### src/sv/tbk_pkg.sv
// ----------------------------------------------------------------------------
// tbk_pkg: shared types and constants for the countdown timer bank
// Timer entry layout, operation codes, sweep lengths and the mod-1000 step.
// ----------------------------------------------------------------------------
`default_nettype none

package tbk_pkg;

    localparam int NUM_TIMERS   = 16;
    localparam int COUNT_WIDTH  = 32;

    localparam int KIND_W       = 3;
    localparam int INDEX_W      = 4;
    localparam int VALUE_W      = 32;
    localparam int TIME_W       = 48;
    localparam int INC_W        = 10;
    localparam int SLICE_W      = 16;
    localparam int REM_W        = 32;
    localparam int CFG_IDX_W    = 2;
    localparam int CFG_DATA_W   = 16;

    // common width for count compares, value truncation and remaining extension
    localparam int WIDE_W       = (COUNT_WIDTH > VALUE_W) ? COUNT_WIDTH : VALUE_W;

    localparam int IDX_W        = (NUM_TIMERS > 1) ? $clog2(NUM_TIMERS) : 1;
    localparam int SEL_W        = (IDX_W > INDEX_W) ? IDX_W : INDEX_W;

    // residue mod 1000, three time bits per step, MSB first
    localparam int MOD_BITS     = 3;
    localparam int MOD_STEPS    = TIME_W / MOD_BITS;
    localparam int RES_W        = 10;

    localparam int STEPS        = (NUM_TIMERS > MOD_STEPS) ? NUM_TIMERS : MOD_STEPS;
    localparam int STEP_W       = $clog2(STEPS);

    localparam logic [INC_W-1:0]   TICK_INC_RESET  = INC_W'(1);
    localparam logic [SLICE_W-1:0] SLICE_RELOAD_RESET = SLICE_W'(10);

    typedef enum logic [KIND_W-1:0] {
        KIND_TICK          = 3'd0,
        KIND_SET           = 3'd1,
        KIND_START         = 3'd2,
        KIND_SET_AND_START = 3'd3,
        KIND_QUERY         = 3'd4
    } kind_t;

    typedef enum logic [CFG_IDX_W-1:0] {
        CFG_TICK_INC     = 2'd0,
        CFG_SLICE_RELOAD = 2'd1
    } cfg_idx_t;

    typedef enum logic {
        ST_IDLE,
        ST_SWEEP
    } state_t;

    typedef struct packed {
        logic [COUNT_WIDTH-1:0] count;
        logic                   started;
    } timer_entry_t;

    typedef struct packed {
        kind_t              kind;
        logic               hit;
        logic [VALUE_W-1:0] value;
        logic [INC_W-1:0]   inc;
    } upd_op_t;

    typedef struct packed {
        logic             ok;
        logic             expired;
        logic [REM_W-1:0] remaining;
    } upd_stat_t;

    // (r * 8 + b) mod 1000 for r < 1000
    function automatic logic [RES_W-1:0] mod1000_step(input logic [RES_W-1:0] r,
                                                      input logic [MOD_BITS-1:0] b);
        logic [RES_W+MOD_BITS-1:0] v;
        logic [RES_W+MOD_BITS-1:0] sub;
        v = {r, b};
        if (v >= 13'd7000)      sub = 13'd7000;
        else if (v >= 13'd6000) sub = 13'd6000;
        else if (v >= 13'd5000) sub = 13'd5000;
        else if (v >= 13'd4000) sub = 13'd4000;
        else if (v >= 13'd3000) sub = 13'd3000;
        else if (v >= 13'd2000) sub = 13'd2000;
        else if (v >= 13'd1000) sub = 13'd1000;
        else                    sub = '0;
        v = v - sub;
        return v[RES_W-1:0];
    endfunction

endpackage

`default_nettype wire

### src/sv/countdown_timer_bank.sv
// ----------------------------------------------------------------------------
// countdown_timer_bank: bank of countdown timers with slice counter and seconds
// Timers live in a ring of cells that rotates once per command; the head entry
// is updated as it wraps around, while the tick time is reduced mod 1000.
// ----------------------------------------------------------------------------
//
//  channel   | handshake              | payload
//  ----------+------------------------+-----------------------------------------
//  command   | start / busy           | kind, timer_index, count_value, tick_time
//  result    | done (1-cycle strobe)  | ok, expired, remaining, slice_elapsed,
//            |                        | seconds_stamp
//  config    | cfg_valid / cfg_ready  | cfg_index, cfg_data
//
//  busy stays high while the sweep runs, which covers the longer of one full
//  rotation of the timer ring and the mod-1000 reduction of the 48-bit tick
//  time, three bits per cycle; done is high in the cycle in which busy drops.
//  A new command can be accepted in the cycle that carries done, but not
//  while busy. The receiver cannot stall the result.
//  Reset is asynchronous: all timers clear, slice counter loads its reload
//  value, config registers return to tick increment 1 and reload 10.
//  Config writes are taken only while idle with no command offered
//  (cfg_ready low when busy or start is high).
// ----------------------------------------------------------------------------
`default_nettype none

module countdown_timer_bank
    import tbk_pkg::*;
(
    input  wire logic                   clk,
    input  wire logic                   rst_n,

    // command transaction
    input  wire logic                   start,
    output logic                        busy,
    input  wire logic [KIND_W-1:0]      kind,
    input  wire logic [INDEX_W-1:0]     timer_index,
    input  wire logic [VALUE_W-1:0]     count_value,
    input  wire logic [TIME_W-1:0]      tick_time,

    // result transaction
    output logic                        done,
    output logic                        ok,
    output logic                        expired,
    output logic [REM_W-1:0]            remaining,
    output logic                        slice_elapsed,
    output logic [31:0]                 seconds_stamp,

    // configuration write
    input  wire logic                   cfg_valid,
    output logic                        cfg_ready,
    input  wire logic [CFG_IDX_W-1:0]   cfg_index,
    input  wire logic [CFG_DATA_W-1:0]  cfg_data
);

    // ------------------------------------------------------------------
    // Control state
    // ------------------------------------------------------------------
    state_t              state_reg;
    state_t              state_next;
    logic [STEP_W-1:0]   step_reg;
    logic [STEP_W-1:0]   step_next;
    logic                done_reg;
    logic                done_next;

    // configuration
    logic [INC_W-1:0]    tick_inc_reg;
    logic [SLICE_W-1:0]  slice_reload_reg;

    // slice counter and seconds timestamp
    logic [SLICE_W-1:0]  slice_reg;
    logic [SLICE_W-1:0]  slice_next;
    logic [31:0]         seconds_reg;
    logic [31:0]         seconds_next;

    // latched command
    kind_t               kind_reg;
    logic [INDEX_W-1:0]  index_reg;
    logic [VALUE_W-1:0]  value_reg;

    // tick time reduction: shifting copy plus running residue
    logic [TIME_W-1:0]   millis_reg;
    logic [TIME_W-1:0]   millis_next;
    logic [RES_W-1:0]    res_reg;
    logic [RES_W-1:0]    res_next;

    // result registers
    logic                ok_reg;
    logic                expired_reg;
    logic [REM_W-1:0]    remaining_reg;
    logic                elapsed_reg;
    logic                elapsed_next;

    logic                accept;
    logic                cfg_write;
    logic                last_step;
    logic                ring_active;
    logic                mod_active;
    logic [SEL_W-1:0]    head_sel;
    logic [SEL_W-1:0]    cmd_sel;
    logic                index_valid;

    upd_op_t             upd_op;
    upd_stat_t           upd_stat;
    timer_entry_t        upd_out;
    timer_entry_t        ring_q [NUM_TIMERS];

    assign accept      = start && (state_reg == ST_IDLE);
    assign cfg_write   = cfg_valid && cfg_ready;
    assign last_step   = (step_reg == STEP_W'(STEPS - 1));
    assign ring_active = (state_reg == ST_SWEEP) &&
                         ({1'b0, step_reg} < (STEP_W + 1)'(NUM_TIMERS));
    assign mod_active  = (state_reg == ST_SWEEP) &&
                         ({1'b0, step_reg} < (STEP_W + 1)'(MOD_STEPS));

    // after k shifts the head cell holds timer k
    assign head_sel    = SEL_W'(step_reg[IDX_W-1:0]);
    assign cmd_sel     = SEL_W'(index_reg);
    assign index_valid = ({1'b0, cmd_sel} < (SEL_W + 1)'(NUM_TIMERS));

    // ------------------------------------------------------------------
    // Timer ring: cell i takes from cell i+1, the last takes the updated head
    // ------------------------------------------------------------------
    always_comb
    begin
        upd_op.kind  = kind_reg;
        upd_op.hit   = index_valid && (head_sel == cmd_sel);
        upd_op.value = value_reg;
        upd_op.inc   = tick_inc_reg;
    end

    tbk_update u_update (
        .op   (upd_op),
        .din  (ring_q[0]),
        .dout (upd_out),
        .stat (upd_stat)
    );

    for (genvar gi = 0; gi < NUM_TIMERS; gi++)
    begin : g_ring
        timer_entry_t cell_din;
        if (gi == NUM_TIMERS - 1)
        begin : g_tail
            assign cell_din = upd_out;
        end
        else
        begin : g_body
            assign cell_din = ring_q[gi + 1];
        end

        tbk_cell u_cell (
            .clk      (clk),
            .rst_n    (rst_n),
            .shift_en (ring_active),
            .din      (cell_din),
            .q        (ring_q[gi])
        );
    end

    // ------------------------------------------------------------------
    // Sequencer: next state
    // ------------------------------------------------------------------
    always_comb
    begin
        state_next = state_reg;
        unique case (state_reg)
            ST_IDLE:
            begin
                if (accept)
                    state_next = ST_SWEEP;
            end
            ST_SWEEP:
            begin
                if (last_step)
                    state_next = ST_IDLE;
            end
            default:
            begin
                state_next = ST_IDLE;
            end
        endcase
    end

    // Sequencer: outputs
    // a config write never shares an edge with an accepted command
    always_comb
    begin
        busy      = (state_reg == ST_SWEEP);
        cfg_ready = (state_reg == ST_IDLE) && !start;
    end

    // ------------------------------------------------------------------
    // Datapath next values
    // ------------------------------------------------------------------
    always_comb
    begin
        step_next    = step_reg;
        done_next    = 1'b0;
        millis_next  = millis_reg;
        res_next     = res_reg;
        slice_next   = slice_reg;
        elapsed_next = elapsed_reg;
        seconds_next = seconds_reg;

        if (accept)
        begin
            step_next    = '0;
            millis_next  = tick_time;
            res_next     = '0;
            elapsed_next = 1'b0;
            if (kind_t'(kind) == KIND_TICK)
            begin
                // slice reloads when the decrement would reach or pass zero
                if (SLICE_W'(tick_inc_reg) >= slice_reg)
                begin
                    slice_next   = slice_reload_reg;
                    elapsed_next = 1'b1;
                end
                else
                begin
                    slice_next = slice_reg - SLICE_W'(tick_inc_reg);
                end
            end
        end
        else if (state_reg == ST_SWEEP)
        begin
            step_next = step_reg + STEP_W'(1);
            if (mod_active)
            begin
                res_next    = mod1000_step(res_reg, millis_reg[TIME_W-1 -: MOD_BITS]);
                millis_next = {millis_reg[TIME_W-MOD_BITS-1:0], {MOD_BITS{1'b0}}};
            end
            if (last_step)
            begin
                done_next = 1'b1;
                if ((kind_reg == KIND_TICK) && (res_next == '0))
                    seconds_next = seconds_reg + 32'd1;
            end
        end
    end

    // ------------------------------------------------------------------
    // Control registers
    // ------------------------------------------------------------------
    always_ff @(posedge clk or negedge rst_n)
    begin
        if (!rst_n)
        begin
            state_reg        <= ST_IDLE;
            step_reg         <= '0;
            done_reg         <= 1'b0;
            tick_inc_reg     <= TICK_INC_RESET;
            slice_reload_reg <= SLICE_RELOAD_RESET;
            slice_reg        <= SLICE_RELOAD_RESET;
            seconds_reg      <= '0;
        end
        else
        begin
            state_reg   <= state_next;
            step_reg    <= step_next;
            done_reg    <= done_next;
            slice_reg   <= slice_next;
            seconds_reg <= seconds_next;
            if (cfg_write)
            begin
                unique case (cfg_index)
                    CFG_TICK_INC:     tick_inc_reg     <= cfg_data[INC_W-1:0];
                    CFG_SLICE_RELOAD: slice_reload_reg <= cfg_data[SLICE_W-1:0];
                    default:          ;
                endcase
            end
        end
    end

    // ------------------------------------------------------------------
    // Payload registers
    // ------------------------------------------------------------------
    always_ff @(posedge clk)
    begin
        millis_reg  <= millis_next;
        res_reg     <= res_next;
        elapsed_reg <= elapsed_next;
        if (accept)
        begin
            kind_reg      <= kind_t'(kind);
            index_reg     <= timer_index;
            value_reg     <= count_value;
            ok_reg        <= 1'b0;
            expired_reg   <= 1'b0;
            remaining_reg <= '0;
        end
        else if (ring_active && upd_op.hit)
        begin
            // addressed timer passing the head: capture its status
            ok_reg        <= upd_stat.ok;
            expired_reg   <= upd_stat.expired;
            remaining_reg <= upd_stat.remaining;
        end
    end

    assign done          = done_reg;
    assign ok            = ok_reg;
    assign expired       = expired_reg;
    assign remaining     = remaining_reg;
    assign slice_elapsed = elapsed_reg;
    assign seconds_stamp = seconds_reg;

    // ------------------------------------------------------------------
    // Assertions
    // ------------------------------------------------------------------
    a_done_after_sweep: assert property (@(posedge clk) disable iff (!rst_n)
        done |-> $past(busy))
        else $error("done without a preceding sweep");

    a_accept_starts_sweep: assert property (@(posedge clk) disable iff (!rst_n)
        (start && !busy) |=> busy)
        else $error("accepted command did not start a sweep");

    a_result_kinds_exclusive: assert property (@(posedge clk) disable iff (!rst_n)
        done |-> !(ok && expired) && !(ok && slice_elapsed) && !(expired && slice_elapsed))
        else $error("result mixes fields of different command kinds");

    a_seconds_change_only_at_done: assert property (@(posedge clk) disable iff (!rst_n)
        !done |-> $stable(seconds_stamp))
        else $error("seconds timestamp moved outside a result");

endmodule

`default_nettype wire

### src/sv/tbk_cell.sv
// ----------------------------------------------------------------------------
// tbk_cell: one timer slot of the rotating ring
// Holds count and started mark; loads its neighbor's entry when shifting.
// ----------------------------------------------------------------------------
`default_nettype none

module tbk_cell
    import tbk_pkg::*;
(
    input  wire logic         clk,
    input  wire logic         rst_n,
    input  wire logic         shift_en,
    input  wire timer_entry_t din,
    output timer_entry_t      q
);

    timer_entry_t entry_reg;
    timer_entry_t entry_next;

    always_comb
    begin
        entry_next = shift_en ? din : entry_reg;
    end

    always_ff @(posedge clk or negedge rst_n)
    begin
        if (!rst_n)
        begin
            entry_reg <= '0;
        end
        else
        begin
            entry_reg <= entry_next;
        end
    end

    assign q = entry_reg;

endmodule

`default_nettype wire

### src/sv/tbk_update.sv
// ----------------------------------------------------------------------------
// tbk_update: entry update at the head of the ring
// Applies tick decrement, set, start or query to the entry passing by.
// ----------------------------------------------------------------------------
`default_nettype none

module tbk_update
    import tbk_pkg::*;
(
    input  wire upd_op_t      op,
    input  wire timer_entry_t din,
    output timer_entry_t      dout,
    output upd_stat_t         stat
);

    logic [WIDE_W-1:0] cnt_wide;
    logic [WIDE_W-1:0] inc_wide;
    logic [WIDE_W-1:0] val_wide;
    logic              nonzero;
    logic              can_load;
    logic              val_nonzero;

    always_comb
    begin
        cnt_wide    = WIDE_W'(din.count);
        inc_wide    = WIDE_W'(op.inc);
        val_wide    = WIDE_W'(op.value);
        nonzero     = (din.count != '0);
        can_load    = !(din.started && nonzero);
        val_nonzero = (val_wide[COUNT_WIDTH-1:0] != '0);

        dout = din;
        stat = '0;

        unique case (op.kind)
            KIND_TICK:
            begin
                if (din.started && nonzero)
                begin
                    if (inc_wide >= cnt_wide)
                        dout.count = '0;
                    else
                        dout.count = din.count - inc_wide[COUNT_WIDTH-1:0];
                end
            end
            KIND_SET:
            begin
                if (op.hit && can_load)
                begin
                    dout.count   = val_wide[COUNT_WIDTH-1:0];
                    dout.started = 1'b0;
                    stat.ok      = 1'b1;
                end
            end
            KIND_START:
            begin
                if (op.hit && !din.started && nonzero)
                begin
                    dout.started = 1'b1;
                    stat.ok      = 1'b1;
                end
            end
            KIND_SET_AND_START:
            begin
                if (op.hit && can_load)
                begin
                    dout.count   = val_wide[COUNT_WIDTH-1:0];
                    dout.started = val_nonzero;
                    stat.ok      = val_nonzero;
                end
            end
            KIND_QUERY:
            begin
                if (op.hit)
                begin
                    stat.expired   = !nonzero;
                    stat.remaining = cnt_wide[REM_W-1:0];
                end
            end
            default:
            begin
                dout = din;
            end
        endcase
    end

endmodule

`default_nettype wire
### config.mk
export PLATFORM = sky130hd
export DESIGN_NAME = countdown_timer_bank
export DESIGN_NICKNAME = d
export VERILOG_FILES = /design/src/sv/tbk_pkg.sv /design/src/sv/countdown_timer_bank.sv /design/src/sv/tbk_cell.sv /design/src/sv/tbk_update.sv
export SDC_FILE = /design/constraint.sdc
export NUM_CORES = 1
export LEC_CHECK = 0
export BUFFER_PORTS_ARGS = -buffer_cell sky130_fd_sc_hd__buf_2
export CAP_MARGIN = 30
export CORE_MARGIN = 8
export CORE_UTILIZATION = 55
export DETAILED_ROUTE_END_ITERATION = 10
export PLACE_DENSITY = 0.83
export SLEW_MARGIN = 10
export SYNTH_ARGS = -nofsm -noshare
export SYNTH_HDL_FRONTEND = slang
export SYNTH_SLANG_ARGS = --single-unit
### constraint.sdc
create_clock -name clk -period 3.7 [get_ports clk]
set_input_delay 0.555 -clock clk [delete_from_list [all_inputs] [get_ports clk]]
set_output_delay 0.555 -clock clk [all_outputs]
set_load 0.01 [all_outputs]
==> results of run 1 <==
[worst max-delay path by stage]
stage / startpoint / endpoint / slack, ps / depth (start not counted)
floorplan: res_reg[9]$_SDFFE_PP0P_ / seconds_stamp[26]$_DFFE_PN0P_ / 8 / 18
global placement: res_reg[1]$_SDFFE_PP0P_ / seconds_stamp[28]$_DFFE_PN0P_ / -200 / 17
detailed placement: res_reg[7]$_SDFFE_PP0P_ / seconds_stamp[28]$_DFFE_PN0P_ / -390 / 16
CTS: res_reg[2]$_SDFFE_PP0P_ / seconds_stamp[28]$_DFFE_PN0P_ / -330 / 18
global route: res_reg[7]$_SDFFE_PP0P_ / seconds_stamp[14]$_DFFE_PN0P_ / -700 / 18
finish: res_reg[7]$_SDFFE_PP0P_ / seconds_stamp[14]$_DFFE_PN0P_ / -530 / 19
[Yosys cell counts (9+ instances only)]
| master | number | area (µm²) |
|---|---|---|
| mux2i_1 | 11 | 110 |
| mux2_2 | 557 | 6270 |
| a31oi_1 | 11 | 68.8 |
| or4_1 | 9 | 67.6 |
| nand3_1 | 60 | 300 |
| and3_1 | 18 | 113 |
| clkbuf_1 | 106 | 398 |
| xnor2_1 | 21 | 184 |
| o21ai_1 | 14 | 70.1 |
| nor4_1 | 31 | 194 |
| nor3_1 | 32 | 160 |
| nand2b_1 | 17 | 106 |
| nand4_1 | 12 | 75.1 |
| a21oi_1 | 77 | 385 |
| o31a_1 | 11 | 96.3 |
| nor2_1 | 79 | 297 |
| ha_1 | 28 | 350 |
| edfxtp_1 | 88 | 2640 |
| xor2_1 | 33 | 289 |
| or3_1 | 11 | 68.8 |
| dfrtp_1 | 603 | 15100 |
| o21ai_0 | 46 | 230 |
| a221oi_2 | 10 | 150 |
| inv_1 | 38 | 143 |
| buf_2 | 9 | 45.0 |
| nor2b_1 | 11 | 68.8 |
| dfxtp_1 | 44 | 881 |
| nand2_1 | 110 | 413 |
[cell type report]
cell class	instances	area share [%]
inverter	38	0.401
timing repair buffer	266	4.97
sequential	740	52.8
tap	748	2.63
antenna	1	0.00704
multi-input combinational	1348	32.5
clock buffer	113	5.98
clock inverter	18	0.714
[per-layer routing]
layer,vias up,track usage [%],wire [µm]
met2,593,34.3,32600
met5,-,0,0
li1,8605,-,-
met3,148,4.51,4200
met4,0,6.66,1880
met1,9658,26.9,26900
[cell families (layout without fill, tap and decap cells)]
logic type / count (synthesis) / after routing
adder cells (fa/ha/maj): 31 / 31
multiplexers: 569 / 569
buffers and inverters: 158 / 435
XOR/XNOR: 54 / 54
flip-flops: 740 / 740
AO/OA/AOI/OAI: 269 / 269
other: 0 / 1
AND/OR/NAND/NOR: 425 / 425
[report_power, final]
part	total [mW]	internal (mW)	switching, mW	leakage [nW]
clock	7.37	4.38	2.99	1.17
sequential	13.1	11.4	1.75	9.30
combinational	9.72	4.92	4.80	6.52
[per-stage QoR]
step / power (mW) / cells / utilization (%) / hold WS [ps] / TNS (ps)
finish: 30.2 / 3272 / 64.5 / 3.73 / -11120
global placement: 22.0 / 3128 / 59.5 / 439 / -3390
CTS: 30.3 / 3265 / 64.3 / 2.65 / -6580
global route: 31.9 / 3272 / 64.5 / 28.5 / -16100
detailed placement: 22.6 / 3130 / 59.6 / 441 / -8700
floorplan: 19.7 / 2246 / - / 259 / 0
[repair_timing]
item / CTS / global route
gates cloned: 1 / 0
hold buffers: 0 / 0
setup endpoints to repair: 31 / 32
endpoints found under the hold margin: 0 / 0
gates resized for setup: 38 / 12
pin swaps: 11 / 13
buffers inserted: 3 / 5
[worst register-to-register path, stage by stage, from the launching register on]
cell,delay (ps)
dfxtp_4,360
buf_6,120
nor3_4,180
o21ai_2,90
inv_1,90
o21a_1,170
nor3_2,60
o21ai_1,120
nand2_1,80
ha_2,210
fa_1,530
nand2_1,60
or4_4,420
or4_4,450
a221oi_4,230
buf_4,170
o2111ai_4,200
buf_6,240
nor2_2,150
xor2_1,210
==> qor.yml, run 1 <==
layout:
  layout_common_cells: "dfrtp_1, mux2_2, buf_2"
  largest_reg_flops: 528
  regArea_um2: 18800
  final_common_cell: "dfrtp_1"
  fill_cells: 3879
  drive_gt1_share_pct: 39.3
  areaGrowthSynthToFinish_pct: 16.1
  multi_input_area_um2: 11600
  design_area_um2: 35600
  fin_nets: 2606
setup_path:
  slowest_delay_ps: 530
  critPathTopFamily: "simple AND/OR/NAND/NOR gates"
  path_max_fanout: 7
  cp_data_required_time_ps: 4200
  arrival_ps: 4730
  worstSetupEndpointType: "flop"
  cp-start-kind: "flop"
  r2r-end: "seconds_stamp[14]$_DFFE_PN0P_"
  cp_slowest_cell: "fa_1"
  crit_type: "reg -> reg"
  r2r_setup_slack_ps: -530
  ff2ff_path_depth: 19
  crit_chain: "buf_6 -> nor3_4 -> o21ai_2 -> inv_1 -> o21a_1 -> nor3_2 -> o21ai_1 -> nand2_1 -> ha_2 -> fa_1 -> nand2_1 -> or4_4 -> or4_4 -> a221oi_4 -> buf_4 -> o2111ai_4 -> buf_6 -> nor2_2 -> xor2_1"
  cp_num_buf_inv: 4
  reg2reg_from: "res_reg[7]$_SDFFE_PP0P_"
place:
  dp_slack_ps: -387
  port_buffers: 178
  dp_hpwl_um: 42700
  placed_area_um2: 32800
  place_congestion: 0.869
drt:
  drtIter0Drc: 1583
  drc: 0
  totalWireLength_um: 65600
  wl_per_cell_um: 20.0
  vias: 19004
  postRouteAntennaNets: 0
  dr.pass1.iters: 6
  via_per_inst: 5.81
clock_network:
  cts_buffer_depth: 3
  root_buffer: "clkbuf_16"
  htree_levels: 3
  cts_buffers: 72
  clkTransAtPathRegs_ps: 60
  cts_sinks: 740
  cts_tree: "built"
  worstSkewPairLatency_ps: 600
synth:
  syn-num-nets: 2386
  synth-adder-area-share_pct: 1.34
  synth_xor_area_share_pct: 1.54
  muxShareOfSynthArea_pct: 20.9
  netlist_area_um2: 30600
  ys_ff_latch: 740
  ys_warn_count: 0
  synth_simple_gate_area_share_pct: 7.01
  avgSynthCellArea_um2: 13.6
  synth_compound_area_share_pct: 6.05
  ys_seq_area_share_pct: 61.2
  synthArstFlopShare_pct: 82.2
  yosysUniqueCellTypes: 81
  synth_top_family_by_area: "multiplexers"
  synthFlopType: "dfrtp_1"
  synth-edff-count: 88
  synthCells: 2246
global_route:
  grt_start_max_net_pins: 178
  grt_pass1_wl_um: 107000
  grt-ovfl-total: 0
  grt_antenna_before_repair: 2
  first_global_vias: 19903
  grt_usage_pct: 20.6
hold_path:
  hold_path_class: "in -> async"
floorplanning:
  num_io_pins: 179
  core_area_um2: 55100
  fp-row-count: 86
  dieArea_um2: 63500
  die_w_um: 252
  start_util_pct: 55.6
  dieHeight_um: 252
sta:
  max_freq_mhz: 236
  finalCritPeriodShare_pct: 114
  relSlewSlack_pct: 37.1
  period_minus_slack_ps: 4230
  worstMarginPinSlew_ps: 935
  finClkSkew_ps: 15.6
  hold_violations: 0
  maxSlewViolCount: 0
  finalWorstSetupSlack_ps: -529
  rsz0062_at_grt: "yes"
  setup-violations-final: 31
power_and_ir_drop:
  vdd_drop_max_mv: 0.506
  leakagePower_nw: 17.0
  powerDensity_nw_per_um2: 850
status:
  outcome: "complete, but fails checks"
  violations: "negative setup slack"
run:
  cap_viol_max_count: 0
(Power assumes the default switching activity.)
==> inputs of run 2 (changes only) <==
--- a/config.mk
+++ b/config.mk
@@ -11,6 +11,7 @@
 export CORE_UTILIZATION = 55
 export DETAILED_ROUTE_END_ITERATION = 10
 export PLACE_DENSITY = 0.83
+export SETUP_SLACK_MARGIN = 0.1
 export SLEW_MARGIN = 10
 export SYNTH_ARGS = -nofsm -noshare
 export SYNTH_HDL_FRONTEND = slang
==> run 2 against run 1 <==
  * The run still ends with negative setup slack left
  * Utilization is 0.30 points higher
  * Worst setup slack better by 250 ps
  * Combinational power is 1% lower
  * Largest cell class unchanged
==> qor.yml, run 2 (synthesis results as in run 1) <==
drt:
  via_per_inst: 5.80
  dr.pass1.iters: 8
  totalWireLength_um: 65400
  wl_per_cell_um: 20.0
  postRouteAntennaNets: 0
  vias: 18973
  drtIter0Drc: 1217
  drc: 0
sta:
  hold_violations: 0
  relSlewSlack_pct: 28.7
  worstMarginPinSlew_ps: 1070
  finalCritPeriodShare_pct: 107
  finClkSkew_ps: 24.5
  period_minus_slack_ps: 3980
  max_freq_mhz: 252
  finalWorstSetupSlack_ps: -276
  rsz0062_at_grt: "yes"
  fin_tns_setup_ps: -5580
  maxSlewViolCount: 0
  setup-violations-final: 32
  holdWs_ps: 56.7
status:
  outcome: "complete, but fails checks"
  violations: "negative setup slack"
layout:
  drive_gt1_share_pct: 40.2
  largest_reg_flops: 528
  fin_nets: 2601
  final_common_cell: "dfrtp_1"
  areaGrowthSynthToFinish_pct: 16.6
  post-route-util_pct: 64.8
  layout_common_cells: "dfrtp_1, mux2_2, buf_2"
place:
  place_congestion: 0.891
  dp_hpwl_um: 43000
  port_buffers: 178
  dp_slack_ps: -480
setup_path:
  cp-start-kind: "flop"
  crit_chain: "nand4b_1 -> o21bai_1 -> a21oi_2 -> o21a_1 -> nor3_2 -> o21ai_1 -> nand2_1 -> ha_2 -> fa_1 -> nand2_1 -> or4_4 -> or4_4 -> a221oi_4 -> o2111ai_2 -> buf_6 -> nor3_4 -> xor2_1"
  path_max_fanout: 6
  cp_data_required_time_ps: 4210
  crit_type: "reg -> reg"
  cp_num_buf_inv: 1
  worstSetupEndpointType: "flop"
  slowest_delay_ps: 500
  reg2reg_from: "res_reg[7]$_SDFFE_PP0P_"
  r2r_setup_slack_ps: -280
  critPathTopFamily: "simple AND/OR/NAND/NOR gates"
  cp_slowest_cell: "fa_1"
  ff2ff_path_depth: 17
  r2r-end: "seconds_stamp[27]$_DFFE_PN0P_"
  arrival_ps: 4490
floorplanning:
  start_util_pct: 55.6
  fp-row-count: 86
  die_w_um: 252
  core_area_um2: 55100
  dieArea_um2: 63500
  dieHeight_um: 252
  num_io_pins: 179
clock_network:
  clkTransAtPathRegs_ps: 60
  cts_sinks: 740
  htree_levels: 3
  cts_tree: "built"
  cts_buffers: 73
  worstSkewPairLatency_ps: 610
  root_buffer: "clkbuf_16"
  cts_buffer_depth: 3
global_route:
  grt_pass1_wl_um: 107000
  first_global_vias: 19995
  grt_usage_pct: 20.6
  grt_start_max_net_pins: 187
  grt-ovfl-total: 0
  grt_antenna_before_repair: 4
run:
  cap_viol_max_count: 0
hold_path:
  hold_path_class: "in -> async"
power_and_ir_drop:
  vdd_drop_max_mv: 0.587
  leakagePower_nw: 17.1
  powerDensity_nw_per_um2: 852
## run 2: changes by cell type in the layout (fill, tap and decap cells not counted), sizes merged
cell,previous run,this run
buf,266,260
bufinv,6,5
clkbuf,113,105
clkinv,8,21
diode,1,3
inv,41,40
## run 2: final cells by class
cell class	count	area (µm²)
fillers	3886	19400
flip-flops and latches	740	18800
multi-input cells	1348	11700
clock buffers	105	2240
repair buffers	260	1670
well taps	748	936
clock inverters	29	287
inverters	38	143
diodes	3	7.51
## run 2: per-stage QoR
| step | cell area (µm²) | power, mW | cells |
|---|---|---|---|
| finish | 35700 | 30.4 | 3271 |
| global placement | 32800 | 22.0 | 3124 |
| CTS | 35600 | 30.5 | 3265 |
| floorplan | 30700 | 19.7 | 2246 |
| global route | 35700 | 32.1 | 3271 |
| detailed placement | 32800 | 22.5 | 3124 |
## run 2: worst max path at each step
stage | slack (ps) | endpoint | depth (start not counted) | start
global route | -400 | seconds_stamp[16]$_DFFE_PN0P_ | 18 | res_reg[7]$_SDFFE_PP0P_
global placement | -190 | seconds_stamp[22]$_DFFE_PN0P_ | 17 | res_reg[7]$_SDFFE_PP0P_
floorplan | 20 | seconds_stamp[26]$_DFFE_PN0P_ | 18 | res_reg[9]$_SDFFE_PP0P_
CTS | -230 | seconds_stamp[27]$_DFFE_PN0P_ | 17 | res_reg[7]$_SDFFE_PP0P_
finish | -280 | seconds_stamp[27]$_DFFE_PN0P_ | 17 | res_reg[7]$_SDFFE_PP0P_
detailed placement | -480 | seconds_stamp[24]$_DFFE_PN0P_ | 17 | res_reg[7]$_SDFFE_PP0P_
## run 2: where the power goes
group / internal, mW / switching [mW]
Sequential: 11.4 / 1.79
Clock: 4.58 / 3.11
Combinational: 4.88 / 4.73
## run 2: repair_timing
action	4_1_cts	5_1_grt
pin swaps	13	15
hold buffers	0	0
gates cloned	2	0
buffers inserted	5	3
gates resized for setup	54	21
hold endpoints to repair	0	0
setup endpoints to repair	32	39
## run 2: layer usage
| metal | vias up | global-route usage [%] | wire length, µm |
|---|---|---|---|
| met4 | 0 | 7.17 | 1840 |
| met5 | - | 0 | 0 |
| met3 | 130 | 4.99 | 4490 |
| li1 | 8598 | - | - |
| met1 | 9672 | 26.6 | 26800 |
| met2 | 573 | 34.0 | 32200 |
==> inputs of run 3 (changes only) <==
--- a/config.mk
+++ b/config.mk
@@ -5,12 +5,14 @@
 export SDC_FILE = /design/constraint.sdc
 export NUM_CORES = 1
 export LEC_CHECK = 0
-export BUFFER_PORTS_ARGS = -buffer_cell sky130_fd_sc_hd__buf_2
+export BUFFER_PORTS_ARGS = -buffer_cell sky130_fd_sc_hd__buf_4
 export CAP_MARGIN = 30
 export CORE_MARGIN = 8
 export CORE_UTILIZATION = 55
+export CTS_CLUSTER_DIAMETER = 40
 export DETAILED_ROUTE_END_ITERATION = 10
 export PLACE_DENSITY = 0.83
+export REMOVE_ABC_BUFFERS = 1
 export SETUP_SLACK_MARGIN = 0.1
 export SLEW_MARGIN = 10
 export SYNTH_ARGS = -nofsm -noshare
==> run 3 against run 2 <==
  * The flow still finishes with violations (negative setup slack)
  * Die area stayed put
  * Power grew 6.6%
  * Cell area grew 3.1%
  * Critical path type unchanged
==> qor.yml, run 3 (synthesis results as in run 1) <==
clock_network:
  cts_sinks: 740
  worstSkewPairLatency_ps: 630
  htree_levels: 3
  root_buffer: "clkbuf_16"
  cts_buffers: 94
  clkTransAtPathRegs_ps: 60
  cts_tree: "built"
  cts_buffer_depth: 3
drt:
  wl_per_cell_um: 20.4
  totalWireLength_um: 67600
  drtIter0Drc: 1408
  vias: 19085
  postRouteAntennaNets: 0
  dr.pass1.iters: 5
  via_per_inst: 5.76
  drc: 0
power_and_ir_drop:
  switching_share_pct: 31.5
  clock_power_share_pct: 29.0
  combPwrFrac_pct: 30.3
  leakagePower_nw: 17.3
  power.internal_mw: 22.2
  vdd_drop_max_mv: 0.529
  powerDensity_nw_per_um2: 881
  seqPwrFrac_pct: 40.7
  p_sw_mw: 10.2
setup_path:
  cp-start-kind: "flop"
  cp_num_buf_inv: 2
  crit_chain: "nand4b_1 -> o21bai_1 -> a21oi_1 -> o21a_1 -> nor3_1 -> o21ai_1 -> nand2_1 -> ha_2 -> fa_1 -> nand2_1 -> or4_4 -> or4_4 -> a221oi_4 -> o2111ai_2 -> buf_6 -> buf_6 -> nor2_4 -> xor2_1"
  path_max_fanout: 6
  arrival_ps: 4540
  critPathTopFamily: "simple AND/OR/NAND/NOR gates"
  worstSetupEndpointType: "flop"
  crit_path_start: "res_reg[7]$_SDFFE_PP0P_"
  cp_slowest_cell: "fa_1"
  crit_type: "reg -> reg"
  slowest_delay_ps: 500
  cp_data_required_time_ps: 4240
  reg2reg_from: "res_reg[7]$_SDFFE_PP0P_"
layout:
  layout_common_cells: "dfrtp_1, mux2_2, buf_4"
  final_common_cell: "dfrtp_1"
  design_area_um2: 36800
  largest_reg_flops: 528
  fin_nets: 2626
  regArea_um2: 18800
  multi_input_area_um2: 11500
  drive_gt1_share_pct: 41.1
  fill_cells: 3769
  fin_cells: 3314
  areaGrowthSynthToFinish_pct: 20.2
floorplanning:
  dieHeight_um: 252
  dieArea_um2: 63500
  fp-row-count: 86
  die_w_um: 252
  num_io_pins: 179
  core_area_um2: 55100
  start_util_pct: 55.6
global_route:
  grt_usage_pct: 21.2
  grt_pass1_wl_um: 109000
  grt_antenna_before_repair: 3
  grt_start_max_net_pins: 173
  first_global_vias: 20436
  grt-ovfl-total: 0
place:
  dp_hpwl_um: 43300
  dp.cells: 3132
  port_buffers: 178
  dp_slack_ps: -507
  placed_area_um2: 33200
  place_congestion: 0.863
sta:
  max_freq_mhz: 250
  setup-violations-final: 32
  finalWorstSetupSlack_ps: -297
  finClkSkew_ps: 27.1
  maxSlewViolCount: 0
  finalCritPeriodShare_pct: 108
  relSlewSlack_pct: 37.1
  worstMarginPinSlew_ps: 944
  rsz0062_at_grt: "yes"
  period_minus_slack_ps: 4000
  hold_violations: 0
run:
  cap_viol_max_count: 0
hold_path:
  hp-start: "count_value[26]"
  hold_path_class: "in -> reg"
status:
  outcome: "complete, but fails checks"
  violations: "negative setup slack"
run 3: cell count changes in the layout (fill, tap and decap cells not counted), moves of 6 or more:
cell,change
clkbuf_16,+17
clkinvlp_4,+7
buf_4,+179
nor3_2,+7
buf_2,-177
clkinv_4,+6
nor3_4,-10
inv_6,+12
clkinv_2,-9
run 3: layer usage:
metal  wire [µm]  share of wire [%]  track usage, %
met4        2240                3.3            8.93
met2       34100                 50            35.7
met3        4330                6.4            4.72
met1       27000                 40            26.4
met5           0                  0               0
run 3: power by group through the flow:
stage | Sequential (mW) | Combinational [mW] | Clock [mW]
finish | 13.2 | 9.82 | 9.42
global route | 13.6 | 10.7 | 9.95
CTS | 13.2 | 9.80 | 9.58
detailed placement | 13.2 | 9.56 | 0
global placement | 13.0 | 9.24 | 0
floorplan | 12.7 | 6.06 | 0
run 3: path summary, 6_finish.rpt:
kind                                                 endpoint  slack (ps)  cells past startpoint
max                              seconds_stamp[8]$_DFFE_PN0P_        -300                     18
min                                   value_reg[26]$_DFFE_PP_         100                      1
max reg2reg                      seconds_stamp[8]$_DFFE_PN0P_        -300                     18
min reg2reg                        remaining[24]$_SDFFE_PP0P_         460                      2
max in group asynchronous   g_ring[8].u_cell.q[6]$_DFFE_PN0P_        2030                      3
min in group asynchronous  g_ring[0].u_cell.q[26]$_DFFE_PN0P_         560                      2
run 3: final cells by class:
type	count	area share [%]
antenna	2	0.0136
clock buffer	123	7.27
clock inverter	51	1.71
inverter	38	0.387
multi-input combinational	1348	31.4
sequential	740	50.9
tap	748	2.54
timing repair buffer	264	5.79
run 3: what timing repair did:
action                                  CTS  global route
pin swaps                                 8            11
setup buffers                             1             1
endpoints found under the setup margin   32            33
endpoints found under the hold margin    75             0
gates resized for setup                  40            24
cloned                                    1             0
hold buffers                              1             0
run 3: metrics by stage:
stage	TNS, ps	hold WS [ps]	power, mW	utilization, %
floorplan	-	259	18.8	-
global placement	-8200	444	22.3	60.2
detailed placement	-11240	450	22.8	60.2
CTS	-4950	66.7	32.6	66.6
global route	-14280	79.0	34.2	66.8
finish	-6400	102	32.4	66.8
